**src/rtl/core/mas_pkg.sv**
```systemverilog
// Shared constants, types and helpers of the matrix add/subtract/multiply engine.
// No dependencies; used by mas_store and matrix_add_sub_multiply.
`timescale 1ns / 1ps
`default_nettype none

package mas_pkg;

   localparam int MAX_DIM     = 8;
   localparam int IDX_W       = $clog2(MAX_DIM);
   localparam int STORE_DEPTH = MAX_DIM * MAX_DIM;
   localparam int ADDR_W      = 2 * IDX_W;
   localparam int DATA_W      = 16;
   localparam int DIM_W       = 4;
   localparam int TERM_W      = 2 * DATA_W;
   localparam int VALUE_W     = 40;
   localparam int OP_W        = 3;
   localparam int CSR_IDX_W   = 2;

   localparam logic [OP_W-1:0] OP_LOAD_A = 3'd0;
   localparam logic [OP_W-1:0] OP_LOAD_B = 3'd1;
   localparam logic [OP_W-1:0] OP_SUM    = 3'd2;
   localparam logic [OP_W-1:0] OP_DIFF   = 3'd3;
   localparam logic [OP_W-1:0] OP_PROD   = 3'd4;

   localparam logic [CSR_IDX_W-1:0] REG_ROWS_A    = 2'd0;
   localparam logic [CSR_IDX_W-1:0] REG_INNER_DIM = 2'd1;
   localparam logic [CSR_IDX_W-1:0] REG_COLS_B    = 2'd2;

   typedef struct packed {
      logic              en;
      logic [ADDR_W-1:0] addr;
      logic [DATA_W-1:0] data;
   } store_wr_type;

   // zero counts as one, anything above MAX_DIM as MAX_DIM
   function automatic logic [DIM_W-1:0] dim_of(input logic [DIM_W-1:0] reg_val);
      logic [DIM_W-1:0] dim;
      dim = reg_val;
      if (reg_val == '0) begin
         dim = DIM_W'(1);
      end else if (reg_val > DIM_W'(MAX_DIM)) begin
         dim = DIM_W'(MAX_DIM);
      end
      return dim;
   endfunction

endpackage

`default_nettype wire

```
**src/rtl/core/mas_store.sv**
```systemverilog
// One matrix store: synchronous RAM with one write and one read port, registered read data.
// Per-entry valid bits make never-written entries read as zero. Depends on mas_pkg.
`timescale 1ns / 1ps
`default_nettype none

module mas_store
   import mas_pkg::*;
(
   input  wire  logic              clock,
   input  wire  logic              reset,
   input  wire  store_wr_type      wr,
   input  wire  logic [ADDR_W-1:0] rd_addr,
   output logic       [DATA_W-1:0] rd_data
);

   logic [DATA_W-1:0]      mem [STORE_DEPTH];
   logic [STORE_DEPTH-1:0] valid_ff;
   logic [DATA_W-1:0]      rd_raw_ff;
   logic                   rd_valid_ff;

   always_ff @(posedge clock) begin
      if (wr.en) begin
         mem[wr.addr] <= wr.data;
      end
      rd_raw_ff <= mem[rd_addr];
   end

   always_ff @(posedge clock) begin
      if (reset) begin
         valid_ff    <= '0;
         rd_valid_ff <= 1'b0;
      end else begin
         if (wr.en) begin
            valid_ff[wr.addr] <= 1'b1;
         end
         rd_valid_ff <= valid_ff[rd_addr];
      end
   end

   assign rd_data = rd_valid_ff ? rd_raw_ff : '0;

endmodule

`default_nettype wire

```
**src/rtl/core/matrix_add_sub_multiply.sv**
```systemverilog
// Top level of the matrix engine: command port, register file, element sequencer,
// multiply/accumulate pipeline and result register. Depends on mas_pkg and mas_store.
//
//   channel   ports                                    handshake
//   req       req_op, req_row, req_col, req_value      start & !busy
//   rsp       rsp_out_row, rsp_out_col, rsp_out_value,  rsp_valid, one cycle, no stall
//             rsp_last
//   csr       csr_index, csr_wdata                     csr_we
//
// A load beat writes its store directly and busy stays low. A sum or difference
// issues one element per cycle (rows_a * inner_dim elements); a product issues one
// A/B pair per cycle (rows_a * cols_b * inner_dim pairs), set by the single read port
// of each store. Results pass the store read, term and result registers; busy holds
// until the final result is out. Reset is synchronous and leaves both stores reading
// zero, with no clearing pass. The receiver cannot stall the result strobe.
`timescale 1ns / 1ps
`default_nettype none

module matrix_add_sub_multiply
   import mas_pkg::*;
(
   input  wire  logic                        clock,
   input  wire  logic                        reset,
   input  wire  logic                        start,
   output logic                              busy,
   input  wire  logic        [OP_W-1:0]      req_op,
   input  wire  logic        [IDX_W-1:0]     req_row,
   input  wire  logic        [IDX_W-1:0]     req_col,
   input  wire  logic signed [DATA_W-1:0]    req_value,
   output logic                              rsp_valid,
   output logic              [IDX_W-1:0]     rsp_out_row,
   output logic              [IDX_W-1:0]     rsp_out_col,
   output logic signed       [VALUE_W-1:0]   rsp_out_value,
   output logic                              rsp_last,
   input  wire  logic                        csr_we,
   input  wire  logic        [CSR_IDX_W-1:0] csr_index,
   input  wire  logic        [DIM_W-1:0]     csr_wdata
);

   typedef enum logic [1:0] {
      ST_IDLE = 2'b01,
      ST_RUN  = 2'b10
   } state_type;

   typedef struct packed {
      logic             valid;
      logic [OP_W-1:0]  op;
      logic             first;
      logic             last_k;
      logic [IDX_W-1:0] row;
      logic [IDX_W-1:0] col;
      logic             last_elem;
   } tag_type;

   // registers
   logic [DIM_W-1:0] rows_a_ff, inner_dim_ff, cols_b_ff;
   state_type        state_ff, state_in;
   logic [OP_W-1:0]  op_ff, op_in;
   logic [IDX_W-1:0] i_ff, i_in, j_ff, j_in, k_ff, k_in;
   tag_type          s1_ff, s1_in, s2_ff;
   logic signed [TERM_W-1:0]  term_ff, term_in;
   logic signed [VALUE_W-1:0] acc_ff, acc_in;
   logic                      rsp_valid_ff;
   logic [IDX_W-1:0]          rsp_row_ff, rsp_col_ff;
   logic signed [VALUE_W-1:0] rsp_value_ff;
   logic                      rsp_last_ff;

   // sequencer signals
   logic             accept, is_prod, last_k, last_j, last_i, running;
   logic [DIM_W-1:0] nr, nk, nc, width;
   logic [IDX_W-1:0] nr_m1, nk_m1, w_m1;
   logic [ADDR_W-1:0] a_rd_addr, b_rd_addr;
   store_wr_type     a_wr, b_wr;
   logic signed [DATA_W-1:0] a_data, b_data;
   logic signed [DATA_W:0]   pair_sum;

   assign accept = start && !busy;

   always_ff @(posedge clock) begin
      if (reset) begin
         rows_a_ff    <= DIM_W'(1);
         inner_dim_ff <= DIM_W'(1);
         cols_b_ff    <= DIM_W'(1);
      end else if (csr_we) begin
         case (csr_index)
            REG_ROWS_A:    rows_a_ff    <= csr_wdata;
            REG_INNER_DIM: inner_dim_ff <= csr_wdata;
            REG_COLS_B:    cols_b_ff    <= csr_wdata;
            default: ;
         endcase
      end
   end

   assign nr      = dim_of(rows_a_ff);
   assign nk      = dim_of(inner_dim_ff);
   assign nc      = dim_of(cols_b_ff);
   assign is_prod = (op_ff == OP_PROD);
   assign width   = is_prod ? nc : nk;
   assign nr_m1   = IDX_W'(nr - DIM_W'(1));
   assign nk_m1   = IDX_W'(nk - DIM_W'(1));
   assign w_m1    = IDX_W'(width - DIM_W'(1));
   assign running = (state_ff == ST_RUN);
   assign last_k  = !is_prod || (k_ff == nk_m1);
   assign last_j  = (j_ff == w_m1);
   assign last_i  = (i_ff == nr_m1);

   // row and col are three bits wide, so every load lands inside the store
   always_comb begin
      a_wr.en   = accept && (req_op == OP_LOAD_A);
      a_wr.addr = {req_row, req_col};
      a_wr.data = req_value;
      b_wr.en   = accept && (req_op == OP_LOAD_B);
      b_wr.addr = {req_row, req_col};
      b_wr.data = req_value;
   end

   assign a_rd_addr = is_prod ? {i_ff, k_ff} : {i_ff, j_ff};
   assign b_rd_addr = is_prod ? {k_ff, j_ff} : {i_ff, j_ff};

   mas_store u_store_a (
      .clock   (clock),
      .reset   (reset),
      .wr      (a_wr),
      .rd_addr (a_rd_addr),
      .rd_data (a_data)
   );

   mas_store u_store_b (
      .clock   (clock),
      .reset   (reset),
      .wr      (b_wr),
      .rd_addr (b_rd_addr),
      .rd_data (b_data)
   );

   // walk rows, then columns, then the dot-product index
   always_comb begin
      state_in = state_ff;
      op_in    = op_ff;
      i_in     = i_ff;
      j_in     = j_ff;
      k_in     = k_ff;
      case (state_ff)
         ST_IDLE: begin
            if (accept && (req_op inside {OP_SUM, OP_DIFF, OP_PROD})) begin
               state_in = ST_RUN;
               op_in    = req_op;
               i_in     = '0;
               j_in     = '0;
               k_in     = '0;
            end
         end
         ST_RUN: begin
            if (last_k) begin
               k_in = '0;
               if (last_j) begin
                  j_in = '0;
                  if (last_i) begin
                     state_in = ST_IDLE;
                  end else begin
                     i_in = i_ff + IDX_W'(1);
                  end
               end else begin
                  j_in = j_ff + IDX_W'(1);
               end
            end else begin
               k_in = k_ff + IDX_W'(1);
            end
         end
         default: state_in = ST_IDLE;
      endcase
   end

   always_comb begin
      s1_in.valid     = running;
      s1_in.op        = op_ff;
      s1_in.first     = !is_prod || (k_ff == '0);
      s1_in.last_k    = last_k;
      s1_in.row       = i_ff;
      s1_in.col       = j_ff;
      s1_in.last_elem = last_i && last_j;
   end

   // read data lines up with the tag in the cycle after issue
   always_comb begin
      pair_sum = (s1_ff.op == OP_DIFF) ? (DATA_W+1)'(a_data) - (DATA_W+1)'(b_data)
                                       : (DATA_W+1)'(a_data) + (DATA_W+1)'(b_data);
      if (s1_ff.op == OP_PROD) begin
         term_in = TERM_W'(a_data) * TERM_W'(b_data);
      end else begin
         term_in = TERM_W'(pair_sum) <<< 8;
      end
   end

   assign acc_in = (s2_ff.first ? '0 : acc_ff) + VALUE_W'(term_ff);

   always_ff @(posedge clock) begin
      if (reset) begin
         state_ff     <= ST_IDLE;
         op_ff        <= OP_SUM;
         i_ff         <= '0;
         j_ff         <= '0;
         k_ff         <= '0;
         s1_ff        <= '0;
         s2_ff        <= '0;
         rsp_valid_ff <= 1'b0;
      end else begin
         state_ff     <= state_in;
         op_ff        <= op_in;
         i_ff         <= i_in;
         j_ff         <= j_in;
         k_ff         <= k_in;
         s1_ff        <= s1_in;
         s2_ff        <= s1_ff;
         rsp_valid_ff <= s2_ff.valid && s2_ff.last_k;
      end
   end

   always_ff @(posedge clock) begin
      term_ff <= term_in;
      acc_ff  <= acc_in;
      if (s2_ff.valid && s2_ff.last_k) begin
         rsp_row_ff   <= s2_ff.row;
         rsp_col_ff   <= s2_ff.col;
         rsp_value_ff <= acc_in;
         rsp_last_ff  <= s2_ff.last_elem;
      end
   end

   assign busy          = running || s1_ff.valid || s2_ff.valid;
   assign rsp_valid     = rsp_valid_ff;
   assign rsp_out_row   = rsp_row_ff;
   assign rsp_out_col   = rsp_col_ff;
   assign rsp_out_value = rsp_value_ff;
   assign rsp_last      = rsp_last_ff;

   a_rsp_follows_work: assert property (@(posedge clock) disable iff (reset)
      rsp_valid |-> $past(busy))
      else $error("result beat without work in flight");

   a_compute_sets_busy: assert property (@(posedge clock) disable iff (reset)
      (accept && (req_op == OP_SUM || req_op == OP_DIFF || req_op == OP_PROD)) |=> busy)
      else $error("compute beat did not raise busy");

   a_last_ends_work: assert property (@(posedge clock) disable iff (reset)
      (rsp_valid && rsp_last) |-> !busy)
      else $error("work still in flight after final result");

   a_load_keeps_idle: assert property (@(posedge clock) disable iff (reset)
      (accept && (req_op == OP_LOAD_A || req_op == OP_LOAD_B)) |=> !busy)
      else $error("load beat raised busy");

endmodule

`default_nettype wire
```
**config.mk**
```make
export PLATFORM = sky130hd
export DESIGN_NAME = matrix_add_sub_multiply
export DESIGN_NICKNAME = d
export VERILOG_FILES = /design/src/rtl/core/mas_pkg.sv /design/src/rtl/core/mas_store.sv /design/src/rtl/core/matrix_add_sub_multiply.sv
export SDC_FILE = /design/constraint.sdc
export NUM_CORES = 2
export LEC_CHECK = 0
export ABC_AREA = 1
export BUFFER_PORTS_ARGS = -buffer_cell sky130_fd_sc_hd__buf_2
export CAP_MARGIN = 25
export CORE_UTILIZATION = 46
export CTS_BUF_LIST = sky130_fd_sc_hd__clkbuf_2
export CTS_CLUSTER_SIZE = 30
export DETAILED_ROUTE_END_ITERATION = 12
export GPL_ROUTABILITY_DRIVEN = 0
export PLACE_DENSITY = 0.6
export SLEW_MARGIN = 15
export SYNTH_ARGS = -nofsm -noshare
export SYNTH_HDL_FRONTEND = slang
export SYNTH_SLANG_ARGS = --single-unit
```
**constraint.sdc**
```tcl
create_clock -name clock -period 6.6 [get_ports clock]
set_clock_uncertainty 0.1 [all_clocks]
set_input_delay 1.32 -clock clock [delete_from_list [all_inputs] [get_ports clock]]
set_output_delay 1.32 -clock clock [all_outputs]
set_load 0.005 [all_outputs]
```
After elaboration in Yosys (flattened, before gate mapping)
Memory sizes are Yosys's and may differ from the RTL's. A register that Yosys moved wholly into a read port is not among the register bits.
Index checks and enable logic that the tools add are counted.
- add/subtract/negate cells: 9
- multipliers: 1
- magnitude comparators: 7
- equality and inequality tests: 19
- muxes and demuxes: 39
- bitwise logic cells: 2
- reduce and logical (&&, ||, !) cells: 29
- operators with widths (operator ; count):
    64-bit bitwise OR ; 2
    3-bit two-way mux ; 15
    40-bit adder ; 1
    40-bit two-way mux ; 1
    16-bit by 16-bit multiplier with 32-bit output ; 1
    16-bit two-way mux ; 2
    32-bit two-way mux ; 1
    6-bit by 7-bit less-than comparator with 1-bit output, second input constant ; 3
    3-bit one-hot mux with 2 select lines ; 3
    16-bit by 16-bit adder with 17-bit output ; 1
    17-bit two-way mux ; 1
    16-bit by 16-bit subtractor with 17-bit output ; 1
    1-bit binary-select mux with 6-bit select ; 2
    4-bit > comparator, second input constant ; 3
    4-bit zero test ; 3
    2-bit inequality test, second input constant ; 5
    2-bit AND reduction ; 5
    3-bit by 1-bit adder with 3-bit output, second input constant ; 3
    3-bit by 2-bit equality test with 1-bit output, second input constant ; 3
    3-bit equality test ; 3
    3-bit equality test, second input constant ; 3
    3-bit by 1-bit subtractor with 3-bit output, second input constant ; 3
    2-bit two-way mux ; 4
    1-bit logical AND ; 7
    17 further kinds ; 30
- register bits after elaboration: 299
- RAM bits: 2048
- output and inout bits: 49
- logic and storage cells: 141
- memories kept: 2
- memory list (memory ; depth ; width ; rd ports ; clocked after memory_dff ; wr ports ; RTL line ; source):
    u_store_a.mem ; 64 ; 16 ; 1 ; 1 ; 1 ; mas_store.sv:16 ; logic [DATA_W-1:0] mem [STORE_DEPTH];
    u_store_b.mem ; 64 ; 16 ; 1 ; 1 ; 1 ; mas_store.sv:16 ;

Logic depth before layout (Yosys ltp)
- depth after elaboration: 9
- mapped depth: 29
- gate-level depth less buffers: 26

Modules after synthesis
Synthesis repeated with hierarchy kept, for this count alone.
- cells, all modules: 10339
- area total of the unflattened synthesis: 109234.8 um2
- modules (own cells, without submodules) (module ; times used ; cells each ; area an instance (um2) ; seq. area each (um2)):
    mas_store at u_store_a ; 1 ; 3849 ; 44556.5 ; 32371.0
    mas_store at u_store_b ; 1 ; 3849 ; 44473.9 ; 32371.0
    matrix_add_sub_multiply ; 1 ; 2641 ; 20204.4 ; 3853.7

Worst setup path before layout
OpenSTA, ideal clock, no wires.
- path type: reg-to-reg
- start: reg u_store_a.rd_valid_ff
- end: reg term_ff[23]
- setup time: 0.116 ns
- arrival time: 5.856 ns
- data required time: 6.384 ns
- path slack: 0.528 ns
- cell stages (with the launch flop): 26
- buffers on the path: 3
- clock period less this slack: 6.072 ns
- cells stage by stage: dfxtp_1 -> buf_2 -> clkbuf_1 -> nand2_1 -> inv_1 -> clkbuf_1 -> nand2_1 -> fa_1 -> inv_1 -> fa_1 -> fa_1 -> fa_1 -> fa_1 -> inv_1 -> fa_1 -> inv_1 -> ha_1 -> a21oi_1 -> a21boi_0 -> o21ai_0 -> a21oi_1 -> o21ai_0 -> nand2_1 -> nand2_1 -> o21ai_0 -> nand2_1
- word-level cells in the longest chain between the ends: 4
- elaborated cells between the ends (all ways): 6
- classes of those cells: add/sub: 2; mul: 1; mux: 3
- RTL lines (element ; RTL line ; source):
    start, declared ; mas_store.sv:19 ; logic rd_valid_ff;
    start signal, assigned ; mas_store.sv:36 ; rd_valid_ff <= valid_ff[rd_addr];
    16-bit two-way mux * ; mas_store.sv:40 ; assign rd_data = rd_valid_ff ? rd_raw_ff : '0;
    parallel branches: the longest is 2 deep, another holds 16-bit by 16-bit multiplier with 32-bit output ; -- ;
    32-bit two-way mux * ; matrix_add_sub_multiply.sv:188 ; if (s1_ff.op == OP_PROD) begin
    via term_in[23] ; matrix_add_sub_multiply.sv:61 ; logic signed [TERM_W-1:0] term_ff, term_in;
    end signal, assigned ; matrix_add_sub_multiply.sv:220 ; term_ff <= term_in;
    end, declared ; matrix_add_sub_multiply.sv:61 ;
Mark *: on every way through the listed nets, which the timed path passes.
A chain may end at the register's enable or synchronous reset.

Worst setup path in the final report
- start: reg u_store_b.rd_valid_ff
- end: reg term_ff[17]
- word-level cells in the longest chain between the ends: 4
- elaborated cells between the ends (all ways): 6
- classes of those cells: add/sub: 2; mul: 1; mux: 3
- RTL lines (element ; RTL line):
    start, declared ; mas_store.sv:19
    start signal, assigned ; mas_store.sv:36
    16-bit two-way mux * ; mas_store.sv:40
    parallel branches: the longest is 2 deep, another holds 16-bit by 16-bit multiplier with 32-bit output ; --
    32-bit two-way mux * ; matrix_add_sub_multiply.sv:188
    via term_in[17] ; matrix_add_sub_multiply.sv:61
Marks and branches as above.

==> impl_metrics.csv <==
group,metric,value,unit
yosys,ys_ff_latch,2379,
timing,tns,0,ns
critical_path,timing.critical_path.slowest_stage_cell,"fa_1",
hold_path,hold_path_class,"primary input to flip-flop",
drt,detail-route-antenna-nets,0,
power,combPwrFrac,9.0,%
final_layout,finalNetCount,10400,
power,seqPwrFrac,57.3,%
power,clockPowerShare,33.6,%
die,core,0.230,mm²
cts,clockBufferDepth,4,
cts,cts_root_buffer,"clkbuf_2",
timing,max_slew_margin,12.4,%
power,p_sw,7.94,mW
final_layout,multi_input_area,0.0333,mm²
critical_path,worstPathCellList,"buf_4 > nand2_2 > inv_1 > nand2_1 > fa_1 > inv_1 > fa_1 > fa_1 > fa_1 > fa_1 > inv_1 > fa_1 > inv_1 > ha_1 > a21oi_1 > a21boi_0 > o21ai_0 > a21oi_1 > nor2_1 > o21ai_0 > nand2_1",
timing,maxSlewViolCount,0,
die,start_util,46.3,%
critical_path,critPathLaunch,"u_store_b.rd_valid_ff",
drt,drtIter0Drc,9022,
flow_run,max_cap_violations,0,
power,leakagePower,43.7,nW
placement,portBuffers,83,
die,rows,176,
run_status,status,"complete, no violations",
critical_path,slowest_delay,0.55,ns
yosys,synth_area_leader_cell,"edfxtp_1",
critical_path,critPathTopFamily,"adder cells",
yosys,synth.distinct_cells,58,
cts,cts_sinks,2379,
final_layout,regArea,0.0686,mm²
global_route,grt_pass1_wl,477,mm
drt,drc,0,
timing,min_period,6.36,ns
drt,wl_per_cell,24.0,µm
yosys,synth-seq-area-share,64.4,%
final_layout,fill_cells,20600,
critical_path,crit_fanout,8,
critical_path,critPathLaunchType,"flip-flop",
die,die-height,483,µm
yosys,syn_area,0.107,mm²
drt,vias_per_cell,5.70,
drt,routed_wl,323,mm
timing,period_share,96.3,%
die,fp.dieW,483,µm
critical_path,path_depth,21,
yosys,yosys_warnings,0,
power,internal-power,21.2,mW
timing,setup_viol,0,
critical_path,crit_path_frequent_cell,"fa_1",
critical_path,r2r_end,"term_ff[17]",
yosys,synthArstFlopShare,0,%
yosys,syn-mean-instance-area,11.2,µm²
power,sw_frac_of_total,27.2,%
critical_path,crit_end,"term_ff[17]",
critical_path,worstPathRequired,8.27,ns
timing,fmax,157,MHz
die,ios,84,
final_layout,final_layout_size_suffix_gt1_share,14.2,%
critical_path,end_kind,"flip-flop",
yosys,ys.flop_type,"edfxtp_1",
timing,worstMarginPinSlew,1.31,ns
cts,htree_levels,6,
critical_path,rrSetupSlack,0.24,ns
drt,dr_total_vias,76800,
power,p_per_area,250,mW/mm²
yosys,synth_top_area_share,59.1,%
critical_path,r2r-start,"u_store_b.rd_valid_ff",
drt,dr.pass1.iters,6,
global_route,grt_use_total,27.2,%
global_route,grt_pass1_vias,74700,
power,total_power,29.2,mW
die,dieArea,0.233,mm²
cts,worst_skew_pair.late_latency,1.96,ns
cts,cts_setup_buffers,0,
cts,cts_tree,"done",
critical_path,setup.worst_path.class,"flip-flop to flip-flop",
critical_path,r2r_cells,21,
final_layout,syn2layout_area_growth,9.71,%
critical_path,critical_path_buf_inv_count,5,
placement,post-dp-hpwl,192,mm
yosys,synth_nets,9965,
cts,path_clk_slew,0.10,ns
global_route,antenna_found_initial,19,
global_route,grt_remaining_overflow,0,
timing,hold_violations,0,
power,vdd_drop_max,143,µV
critical_path,cp.arrival,8.03,ns
yosys,synthTopCellsByArea,"edfxtp_1, nor2_1, dfxtp_1, fa_1, nand2_1",
timing,rsz0062_at_grt,"no",
yosys,synth_edf_count,2095,
yosys,syn-instance-count,9525,
global_route,grt_start_max_net_pins,189,
cts,cts_buffers,614,
-- worst min path at each step --
| stage | endpoint | depth (start not counted) | start |
|---|---|---|---|
| after floorplan | rsp_last | 0 | s2_ff[0] |
| after global placement | rsp_last | 0 | s2_ff[0] |
| after detailed placement | rsp_out_row[2] | 0 | s2_ff[6] |
| after CTS | u_store_b.mem[25][10] | 7 | req_row[1] |
| after global routing | u_store_b.mem[24][7] | 2 | req_value[7] |
| final | u_store_b.mem[26][7] | 2 | req_value[7] |
-- metrics by stage --
step           instance area (µm²)  hold slack [ns]  worst slack, ns  util, %  std cells
2_1_floorplan               107000            0.286            0.528        -       9525
3_3_place_gp                111000            0.288            0.201     48.1      12300
3_5_place_dp                111000            0.289            0.154     48.2      12300
4_1_cts                     117000          0.00366            0.202     50.7      13400
5_1_grt                     117000            0.133           0.0287     50.8      13500
6_report                    117000            0.237            0.241     50.8      13500
-- state kept, by name, summed over array words and instances (netlist names), 2 cells and up --
register             cells
op_ff                    3
rsp_out_row              3
rows_a_ff                4
acc_ff                  40
u_store_a.mem         1024
u_store_a.valid_ff      64
u_store_b.mem         1024
rsp_out_value           40
u_store_b.valid_ff      64
inner_dim_ff             4
s1_ff                   13
u_store_a.rd_raw_ff     16
state_ff                 2
s2_ff                   10
cols_b_ff                4
u_store_b.rd_raw_ff     16
j_ff                     3
term_ff                 32
i_ff                     3
rsp_out_col              3
k_ff                     3
-- final cells by class --
type                       count  share of cell area [%]
sequential                  2379                    58.7
multi-input combinational   5930                    28.5
clock buffer                 913                    3.91
tap                         3026                    3.24
timing repair buffer         373                    2.72
inverter                     680                    2.22
clock inverter               149                   0.627
antenna                       11                  0.0236
-- cell usage after synthesis (16+ instances only) --
cell,n
nand2_1,1293
o221ai_1,36
edfxtp_1,2095
dfxtp_1,284
a21o_1,16
nand3_1,706
o21ai_0,853
fa_1,263
buf_2,184
a21oi_1,121
nand2_2,16
nand4_1,18
ha_1,142
nor3_1,42
xor2_1,48
nor2_1,1579
buf_1,24
o32ai_1,16
o22ai_1,283
xnor2_1,33
or2_1,33
inv_1,659
or2_2,31
o211ai_1,245
a31oi_1,16
clkbuf_1,310
o21ai_1,52
-- logic make-up (layout without fill, tap and decap cells) --
kind of cell	after synthesis	count (layout)	share of synthesized area (%)
other	0	11	0
xor gates and xnor gates	81	81	0.666
buffers and inverters	1216	2115	4.59
AOI/OAI and AO/OA	1696	1696	9.29
and+or+nand+nor	3748	3748	14.4
adders and majority gates	405	405	6.61
DFF	2379	2379	64.4
-- placed cells by master (no fill, tap or decap), types with 16 or more instances in the layout --
master and instances:
edfxtp_1 2095, nor2_1 1483, nand2_1 1292, clkbuf_2 913, o21ai_0 852, nand3_1 706
inv_1 656, o22ai_1 283, dfxtp_1 277, fa_1 261, o211ai_1 245, buf_4 221
ha_1 141, a21oi_1 121, clkinv_1 116, nor2_2 93, buf_2 66, o21ai_1 52
xor2_1 48, dlygate4sd3_1 42, nor3_1 40, o221ai_1 36, xnor2_1 33, or2_1 33
or2_2 31, inv_2 26, buf_12 22, nand4_1 18, a21o_1 16, a31oi_1 16
nand2_2 16, o32ai_1 16
-- per-layer routing --
metal | GRT usage (%) | vias up | wire length, µm
li1 | - | 34500 | -
met1 | 37.5 | 37700 | 133000
met2 | 42.0 | 3912 | 147000
met3 | 5.34 | 634 | 30100
met4 | 11.7 | 4 | 12600
met5 | 0 | - | 23
-- power groups by stage --
stage                     Combinational, mW  Clock [mW]  Sequential [mW]
final                                  2.64        9.80             16.7
after detailed placement               2.58           0             17.1
after global routing                   2.90        10.7             16.7
after CTS                              2.61        10.0             16.7
after global placement                 2.54           0             17.1
after floorplan                        1.60           0             17.0
-- repair_timing --
| item | 4_1_cts | 5_1_grt |
|---|---|---|
| resized for setup | 0 | 12 |
| hold buffers | 42 | 0 |
| endpoints found under the hold margin | 1170 | 0 |
| endpoints found under the setup margin | 0 | 11 |
(Power assumes the default switching activity.)
